==> config.mk <==
export PLATFORM = sky130hd
export DESIGN_NAME = bitmap_id_allocator_top
export DESIGN_NICKNAME = d
export VERILOG_FILES = /design/src/hw/rtl/bia_pkg.sv /design/src/hw/rtl/bia_map_ram.sv /design/src/hw/rtl/bia_core.sv /design/src/hw/rtl/bitmap_id_allocator_top.sv
export SDC_FILE = /design/constraint.sdc
export NUM_CORES = 2
export LEC_CHECK = 0
export ABC_AREA = 1
export BUFFER_PORTS_ARGS = -buffer_cell sky130_fd_sc_hd__buf_4
export CAP_MARGIN = 20
export CORE_MARGIN = 2
export CORE_UTILIZATION = 40
export DETAILED_ROUTE_END_ITERATION = 16
export PLACE_DENSITY = 0.54
export SLEW_MARGIN = 10
export SYNTH_ARGS = -nofsm -noshare
export SYNTH_HDL_FRONTEND = slang
export SYNTH_SLANG_ARGS = --single-unit
==> constraint.sdc <==
create_clock -name i_clk -period 8.35 [get_ports i_clk]
set_input_delay 0.4175 -clock i_clk [delete_from_list [all_inputs] [get_ports i_clk]]
set_output_delay 0.4175 -clock i_clk [all_outputs]
set_load 0.01 [all_outputs]
==> src/hw/rtl/bia_pkg.sv <==
package bia_pkg;

    // operation codes
    localparam logic [1:0] FUNC_ALLOC = 2'd0;
    localparam logic [1:0] FUNC_FREE  = 2'd1;
    localparam logic [1:0] FUNC_TEST  = 2'd2;

    // result status codes
    localparam logic [1:0] STATUS_OK     = 2'd0;
    localparam logic [1:0] STATUS_FULL   = 2'd1;
    localparam logic [1:0] STATUS_RANGE  = 2'd2;

    // configuration register indexes
    localparam int unsigned CFG_IDX_W = 8;
    localparam logic [CFG_IDX_W-1:0] CFG_BASE_ID      = 8'd0;
    localparam logic [CFG_IDX_W-1:0] CFG_ACTIVE_BYTES = 8'd1;

    typedef struct packed {
        logic [1:0]  func;
        logic [31:0] id_value;
    } t_in_word;

    typedef struct packed {
        logic [1:0]  status;
        logic [31:0] granted_id;
        logic        is_used;
    } t_out_word;

endpackage

==> src/hw/rtl/bia_map_ram.sv <==
module bia_map_ram #(
    parameter int unsigned DEPTH = 16,
    parameter int unsigned WIDTH = 64,
    parameter int unsigned AW    = 4
) (
    input  logic             i_clk,
    input  logic             i_we,
    input  logic [AW-1:0]    i_waddr,
    input  logic [WIDTH-1:0] i_wdata,
    input  logic             i_re,
    input  logic [AW-1:0]    i_raddr,
    output logic [WIDTH-1:0] o_rdata
);

    logic [WIDTH-1:0] r_mem [DEPTH];
    logic [WIDTH-1:0] r_rdata;

    always_ff @(posedge i_clk) begin
        if (i_we) begin
            r_mem[i_waddr] <= i_wdata;
        end
        if (i_re) begin
            r_rdata <= r_mem[i_raddr];
        end
    end

    assign o_rdata = r_rdata;

endmodule

==> src/hw/rtl/bia_core.sv <==
module bia_core #(
    parameter int unsigned MAP_BITS = 1024
) (
    input  logic                   i_clk,
    input  logic                   i_rst_n,
    input  logic                   i_in_valid,
    output logic                   o_in_ready,
    input  bia_pkg::t_in_word      i_in_word,
    input  logic [31:0]            i_base_id,
    input  logic [$clog2(MAP_BITS):0] i_nbits,
    output logic                   o_res_valid,
    input  logic                   i_res_ready,
    output bia_pkg::t_out_word     o_res_word,
    output logic                   o_mem_we,
    output logic [((MAP_BITS <= 64) ? 1 : $clog2(MAP_BITS / 64))-1:0] o_mem_waddr,
    output logic [((MAP_BITS < 64) ? MAP_BITS : 64)-1:0]              o_mem_wdata,
    output logic                   o_mem_re,
    output logic [((MAP_BITS <= 64) ? 1 : $clog2(MAP_BITS / 64))-1:0] o_mem_raddr,
    input  logic [((MAP_BITS < 64) ? MAP_BITS : 64)-1:0]              i_mem_rdata
);

    import bia_pkg::*;

    localparam int unsigned WORD_BITS = (MAP_BITS < 64) ? MAP_BITS : 64;
    localparam int unsigned NUM_WORDS = MAP_BITS / WORD_BITS;
    localparam int unsigned AW        = (MAP_BITS <= 64) ? 1 : $clog2(MAP_BITS / 64);
    localparam int unsigned BW        = $clog2(WORD_BITS);
    localparam int unsigned NBITS_W   = $clog2(MAP_BITS) + 1;

    typedef enum logic [3:0] {
        S_CLEAR = 4'b0001,
        S_IDLE  = 4'b0010,
        S_EVAL  = 4'b0100,
        S_DONE  = 4'b1000
    } t_state;

    t_state          r_state, n_state;
    logic [AW-1:0]   r_addr,  n_addr;
    logic [1:0]      r_func,  n_func;
    logic [BW-1:0]   r_bit,   n_bit;
    t_out_word       r_res,   n_res;

    logic [31:0]          off;
    logic                 in_range;
    logic [NBITS_W-1:0]   word_start;
    logic [NBITS_W-1:0]   word_end;
    logic [NBITS_W-1:0]   remain;
    logic [WORD_BITS-1:0] valid_mask;
    logic [WORD_BITS-1:0] free_bits;
    logic                 free_any;
    logic [BW-1:0]        free_idx;
    logic                 last_word;
    logic [AW+BW-1:0]     grant_k;

    // identifier offset against the window, valid only while accepting
    assign off      = i_in_word.id_value - i_base_id;
    assign in_range = off < 32'(i_nbits);

    assign word_start = NBITS_W'({r_addr, {BW{1'b0}}});
    assign word_end   = word_start + NBITS_W'(WORD_BITS);
    assign last_word  = i_nbits <= word_end;
    assign remain     = (i_nbits > word_start) ? (i_nbits - word_start) : '0;

    always_comb begin
        for (int j = 0; j < WORD_BITS; j++) begin
            valid_mask[j] = NBITS_W'(j) < remain;
        end
    end

    assign free_bits = ~i_mem_rdata & valid_mask;
    assign free_any  = |free_bits;

    // lowest free bit of the current word
    always_comb begin
        free_idx = '0;
        for (int j = WORD_BITS - 1; j >= 0; j--) begin
            if (free_bits[j]) begin
                free_idx = BW'(j);
            end
        end
    end

    assign grant_k = {r_addr, free_idx};

    always_comb begin
        n_state     = r_state;
        n_addr      = r_addr;
        n_func      = r_func;
        n_bit       = r_bit;
        n_res       = r_res;
        o_in_ready  = 1'b0;
        o_res_valid = 1'b0;
        o_mem_we    = 1'b0;
        o_mem_waddr = r_addr;
        o_mem_wdata = '0;
        o_mem_re    = 1'b0;
        o_mem_raddr = r_addr;

        unique case (r_state)
            S_CLEAR: begin
                o_mem_we = 1'b1;
                n_addr   = r_addr + AW'(1);
                if (r_addr == AW'(NUM_WORDS - 1)) begin
                    n_addr  = '0;
                    n_state = S_IDLE;
                end
            end
            S_IDLE: begin
                o_in_ready = 1'b1;
                if (i_in_valid) begin
                    n_func = i_in_word.func;
                    n_bit  = off[BW-1:0];
                    n_res  = '{status: STATUS_OK, granted_id: '0, is_used: 1'b0};
                    if (i_in_word.func == FUNC_ALLOC) begin
                        o_mem_re    = 1'b1;
                        o_mem_raddr = '0;
                        n_addr      = '0;
                        n_state     = S_EVAL;
                    end else if ((i_in_word.func == FUNC_FREE ||
                                  i_in_word.func == FUNC_TEST) && in_range) begin
                        o_mem_re    = 1'b1;
                        o_mem_raddr = off[BW +: AW];
                        n_addr      = off[BW +: AW];
                        n_state     = S_EVAL;
                    end else begin
                        n_res.status = STATUS_RANGE;
                        n_state      = S_DONE;
                    end
                end
            end
            S_EVAL: begin
                case (r_func)
                    FUNC_ALLOC: begin
                        if (free_any) begin
                            o_mem_we         = 1'b1;
                            o_mem_wdata      = i_mem_rdata | (WORD_BITS'(1) << free_idx);
                            n_res.granted_id = r_res.granted_id + i_base_id
                                               + 32'(grant_k);
                            n_state          = S_DONE;
                        end else if (last_word) begin
                            n_res.status = STATUS_FULL;
                            n_state      = S_DONE;
                        end else begin
                            o_mem_re    = 1'b1;
                            o_mem_raddr = r_addr + AW'(1);
                            n_addr      = r_addr + AW'(1);
                        end
                    end
                    FUNC_FREE: begin
                        o_mem_we    = 1'b1;
                        o_mem_wdata = i_mem_rdata & ~(WORD_BITS'(1) << r_bit);
                        n_state     = S_DONE;
                    end
                    FUNC_TEST: begin
                        n_res.is_used = i_mem_rdata[r_bit];
                        n_state       = S_DONE;
                    end
                    default: begin
                        n_res.status = STATUS_RANGE;
                        n_state      = S_DONE;
                    end
                endcase
            end
            S_DONE: begin
                o_res_valid = 1'b1;
                if (i_res_ready) begin
                    n_state = S_IDLE;
                end
            end
            default: begin
                n_state = S_CLEAR;
                n_addr  = '0;
            end
        endcase
    end

    always_ff @(posedge i_clk) begin
        if (!i_rst_n) begin
            r_state <= S_CLEAR;
            r_addr  <= '0;
        end else begin
            r_state <= n_state;
            r_addr  <= n_addr;
        end
    end

    always_ff @(posedge i_clk) begin
        r_func <= n_func;
        r_bit  <= n_bit;
        r_res  <= n_res;
    end

    assign o_res_word = r_res;

endmodule

==> src/hw/rtl/bitmap_id_allocator_top.sv <==
// First-free identifier allocator. A used-bit map of MAP_BITS bits covers the
// identifiers base_id .. base_id + 8*active_bytes - 1 (modulo 2^32; a byte
// count above MAP_BITS/8 counts as MAP_BITS/8). func 0 allocates the lowest
// free identifier, func 1 frees one and func 2 tests one; each input word
// gives exactly one result word. The map lives in a single-port-read,
// single-port-write RAM of 64-bit words (MAP_BITS/64 words, or one word of
// MAP_BITS bits when MAP_BITS is below 64). After reset the block writes zeros
// to every map word through the RAM and takes no input word meanwhile; config
// writes are taken at any time but must only be issued while the block is
// idle. Steps per word, from accept to result ready in the output register:
// allocate reads the map words in turn, one per cycle, from word 0 until a
// free bit is found or the last active word is read, then sets that bit;
// free and test read the addressed word, then free modifies and writes it
// back while test reports the bit; an out-of-range or unused operation reads
// no map word. One word is in flight at a time, but a finished result waits
// in the output register so the next word can start while the sink stalls.
module bitmap_id_allocator_top #(
    parameter int unsigned MAP_BITS = 1024
) (
    input  logic                            i_clk,
    input  logic                            i_rst_n,
    // input words
    input  logic                            i_in_valid,
    output logic                            o_in_ready,
    input  bia_pkg::t_in_word               i_in_word,
    // result words
    output logic                            o_out_valid,
    input  logic                            i_out_ready,
    output bia_pkg::t_out_word              o_out_word,
    // config writes
    input  logic                            i_cfg_valid,
    output logic                            o_cfg_ready,
    input  logic [bia_pkg::CFG_IDX_W-1:0]   i_cfg_index,
    input  logic [31:0]                     i_cfg_data
);

    import bia_pkg::*;

    localparam int unsigned WORD_BITS = (MAP_BITS < 64) ? MAP_BITS : 64;
    localparam int unsigned NUM_WORDS = MAP_BITS / WORD_BITS;
    localparam int unsigned AW        = (MAP_BITS <= 64) ? 1 : $clog2(MAP_BITS / 64);
    localparam int unsigned NBITS_W   = $clog2(MAP_BITS) + 1;
    localparam int unsigned MAX_BYTES = MAP_BITS / 8;

    // config registers
    logic [31:0] r_base_id;
    logic [7:0]  r_active_bytes;

    // output register
    logic        r_out_valid;
    t_out_word   r_out_word;

    logic               res_valid;
    logic               res_ready;
    t_out_word          res_word;
    logic [NBITS_W-1:0] nbits;

    logic                 mem_we;
    logic [AW-1:0]        mem_waddr;
    logic [WORD_BITS-1:0] mem_wdata;
    logic                 mem_re;
    logic [AW-1:0]        mem_raddr;
    logic [WORD_BITS-1:0] mem_rdata;

    assign o_cfg_ready = 1'b1;

    always_ff @(posedge i_clk) begin
        if (!i_rst_n) begin
            r_base_id      <= '0;
            r_active_bytes <= 8'd128;
        end else if (i_cfg_valid) begin
            unique case (i_cfg_index)
                CFG_BASE_ID:      r_base_id      <= i_cfg_data;
                CFG_ACTIVE_BYTES: r_active_bytes <= i_cfg_data[7:0];
                default: ;
            endcase
        end
    end

    // active bit count, clamped to the map size
    assign nbits = (32'(r_active_bytes) > 32'(MAX_BYTES)) ? NBITS_W'(MAP_BITS)
                                                          : NBITS_W'({r_active_bytes, 3'b000});

    bia_core #(
        .MAP_BITS (MAP_BITS)
    ) u_core (
        .i_clk       (i_clk),
        .i_rst_n     (i_rst_n),
        .i_in_valid  (i_in_valid),
        .o_in_ready  (o_in_ready),
        .i_in_word   (i_in_word),
        .i_base_id   (r_base_id),
        .i_nbits     (nbits),
        .o_res_valid (res_valid),
        .i_res_ready (res_ready),
        .o_res_word  (res_word),
        .o_mem_we    (mem_we),
        .o_mem_waddr (mem_waddr),
        .o_mem_wdata (mem_wdata),
        .o_mem_re    (mem_re),
        .o_mem_raddr (mem_raddr),
        .i_mem_rdata (mem_rdata)
    );

    bia_map_ram #(
        .DEPTH (NUM_WORDS),
        .WIDTH (WORD_BITS),
        .AW    (AW)
    ) u_map_ram (
        .i_clk   (i_clk),
        .i_we    (mem_we),
        .i_waddr (mem_waddr),
        .i_wdata (mem_wdata),
        .i_re    (mem_re),
        .i_raddr (mem_raddr),
        .o_rdata (mem_rdata)
    );

    // result moves into the output register when it is empty or draining
    assign res_ready = !r_out_valid || i_out_ready;

    always_ff @(posedge i_clk) begin
        if (!i_rst_n) begin
            r_out_valid <= 1'b0;
        end else if (res_ready) begin
            r_out_valid <= res_valid;
        end
    end

    always_ff @(posedge i_clk) begin
        if (res_ready && res_valid) begin
            r_out_word <= res_word;
        end
    end

    assign o_out_valid = r_out_valid;
    assign o_out_word  = r_out_word;

endmodule
==> impl_results.md <==
* Clock group share of total power at 37.9%
* Syn Inst Count at 5206
* Primary FF master, synth: edfxtp_1
* Post-synth EDFFs at 1166
* CTS max path bufs at 3
* CTS tree: built
* Dominant cell type by area after synthesis: edfxtp_1
* Initial core utilization at 40.17%
* Final Power at 0.01542 W
* Average cell area after synthesis at 10.74 sq um
* Startpoint types: flop
* Worst Setup Slack, final at -258.1 ps
* Drt drc at 0
* Setup Viol. Count Final at 4
* Mapped Nets at 5404
* Synthesized flop and latch total at 1215
* # rows at 137
* Vias in the first global route at 37000
* Most frequent cells after synthesis: edfxtp_1 (1166), inv_1 (821), nand2_1 (709)
* Peak VDD IR at 199.8 uV
* Crit path required time at 8850 ps
* Initial antenna violation count at 1
* Pin count of the biggest net entering global routing at 151
* Status: finished with violations
* HPWL Detailed at 93070 um
* Cell-internal power at 0.01114 W
* Clk slew on worst S/H paths at 60 ps
* Crit path arrival time at 9110 ps
* Final Cycle Share at 103.1%
* Fmax at 0.1162 GHz
* DRT iter0 DRCs at 3567
* Net switching power at 0.004281 W
* Detail Route Antenna Nets at 0
* Total track usage at 22.45%
* # clock sinks at 1215
* Final nets at 5700
* Total iterations of the first detailed-routing run at 5
* GP Congestion at 0.9512
* DR WL/cell at 21.67 um
* Sequential share of the synthesized area at 64.38%
* Setup Crit Path Kind: reg -> reg
* Layout cells sized above 1 at 13.03%
* Max_cap viols at 0
* Dominant cells by area after synthesis: edfxtp_1 (63%), inv_1 (5.5%), a21oi_1 (5.0%)
* Top-count cell post-synth: edfxtp_1
* Synth-to-layout area growth at 16.88%
* Clock root buffer: clkbuf_16
* Area share of the largest cell type after synthesis at 62.63%
* Tightest Pin Transition at 1138 ps
* H-tree levels at 4
* RSZ-0062 raised after global routing: yes
* Die Span Y at 377.9 um
* CP max stage cell: fa_2
* Slew Limit Fails at 0
* Pwr/cell area at 236.0 nW/um^2
* Final Hold Fails at 0
* Die Width at 377.9 um
* Sw Ratio at 27.75%
* Asr flop ratio synth at 0%
* Mapped cell area at 55910 sq um
* Worst-path maximum fanout at 4
* CP max stage delay at 380 ps
* Min-Delay Path Class: in -> reg
* I/O pin count at 117
* Yosys warnings at 0
* Setup_tns at -719.2 ps
* Wirelength, routed at 162100 um
* Static Leak at 25.42 nW
* Post-layout min period at 8608 ps
* First-pass GRT wire length at 238700 um
* Cell mode on critical path: nand2_1
* Core footprint at 139200 sq um
* Clk_lat worst skew at 780 ps
* Final clock skew at 28.72 ps
* Vias at 39600
* Rel. slew slack at 23.54%
* PortBufs at 115
* CTS buffer count at 134
* Comb power frac at 16.4%
* Congestion Overflow GR at 0
* Number of distinct library cells after synthesis at 63
* Via density at 5.295
* Failing checks: negative setup slack
* Die ar. at 142800 sq um
* Sequential power share at 45.7%
* Critical path capture point type: flop
cell usage in the layout (no fill, tap or decap), drive strengths merged, types with 5 or more instances in the layout:
cell | Yosys | layout
edfxtp | 1166 | 1166
inv | 830 | 843
nand2 | 713 | 713
a21oi | 570 | 570
o21ai | 447 | 447
buf | 179 | 409
nand3 | 383 | 383
nor2 | 209 | 209
clkbuf | 108 | 169
o211ai | 144 | 144
ha | 111 | 111
o221ai | 66 | 66
dfxtp | 49 | 49
nand4 | 44 | 44
clkinv | 3 | 43
a211oi | 40 | 40
dlygate4sd3 | 0 | 36
xor2 | 20 | 20
nor3 | 20 | 20
o22ai | 18 | 18
o21a | 13 | 13
bufinv | 0 | 12
xnor2 | 10 | 10
fa | 8 | 8
a31oi | 7 | 7
o2111ai | 7 | 7
nor4 | 6 | 6
o311ai | 5 | 5
metrics by stage:
| stage | setup slack (ps) | cell area [sq um] | std cells | hold WS [ps] | utilization (%) |
|---|---|---|---|---|---|
| floorplan | 3.415 | 55910 | 5206 | 400.3 | - |
| global placement | -948.7 | 59960 | 7150 | 406.8 | 43.08 |
| detailed placement | -913.8 | 60010 | 7155 | 409.8 | 43.11 |
| CTS | -189.1 | 65010 | 7457 | 12.99 | 46.71 |
| global route | -1037 | 65340 | 7478 | 62.82 | 46.95 |
| finish | -258.1 | 65350 | 7479 | 65.26 | 46.95 |
sequential cells by signal (all words and copies together), names as in the netlist, 4 cells and up:
register,flops
u_map_ram.r_mem,1024
u_core.r_bit,6
u_core.o_res_word,35
u_core.o_mem_waddr,4
u_map_ram.o_rdata,64
o_out_word,35
r_base_id,32
u_core.r_state,4
r_active_bytes,8
power by group through the flow:
stage	logic (W)	registers (W)	clock network [W]
detailed placement	0.00250	0.00718	0
finish	0.00252	0.00705	0.00585
global route	0.00281	0.00707	0.00618
floorplan	0.00167	0.00719	0
global placement	0.00249	0.00717	0
CTS	0.00254	0.00705	0.00598
logic make-up (layout without fill, tap and decap cells):
family / count (synthesis) / count (layout) / synth area share, %
fa+ha+maj: 119 / 119 / 2.771
mux: 1 / 1 / 0.02014
compound gates: 1337 / 1337 / 13.67
xor+xnor: 30 / 30 / 0.4700
simple gates: 1383 / 1383 / 10.57
other cells: 1 / 2 / 0.006708
flops: 1215 / 1215 / 64.38
buf+inv: 1120 / 1516 / 8.108
area by class of cell:
type	instances	area [sq um]
Multi-Input combinational cell	2871	15850
Fill cell	12850	73840
Inverter	833	3153
Clock inverter	69	784.5
Sequential cell	1215	36000
Clock buffer	167	3508
Antenna cell	1	2.502
Timing Repair Buffer	447	3704
Tap cell	1876	2347
critical path, delay by kind of cell, from the launching register on:
family                   cells  cell delay [ps]
adder cells (fa/ha/maj)      5             1370
AO/OA/AOI/OAI                9             1190
buffers and inverters        9              550
AND/OR/NAND/NOR             75             4830
flip-flops                   1              350
final timing paths:
kind                               from               endpoint  slack [ps]  cells after the start
setup reg to reg      r_active_bytes[7]  u_core.o_res_word[32]        -260                     98
setup / recovery      r_active_bytes[7]  u_core.o_res_word[32]        -260                     98
hold / removal            i_cfg_data[7]      r_active_bytes[7]          70                      3
hold reg to reg   u_core.o_res_word[33]         o_out_word[33]         420                      0
routing by layer:
layer | track usage, % | vias to the layer above | wire [um]
met2 | 35.64 | 1325 | 74060
li1 | - | 18860 | -
met1 | 31.41 | 19120 | 72430
met4 | 7.983 | 0 | 5310
met5 | 0 | - | 0
met3 | 3.255 | 294 | 10300
repair_timing:
| item | CTS | global route |
|---|---|---|
| hold buffers | 36 | 0 |
| resized for setup | 37 | 53 |
| setup endpoints to repair | 9 | 15 |
| setup buffers | 30 | 14 |
| endpoints found under the hold margin | 42 | 0 |
| pin swaps | 23 | 39 |
| gates cloned | 0 | 0 |
(Power assumes the default switching activity.)
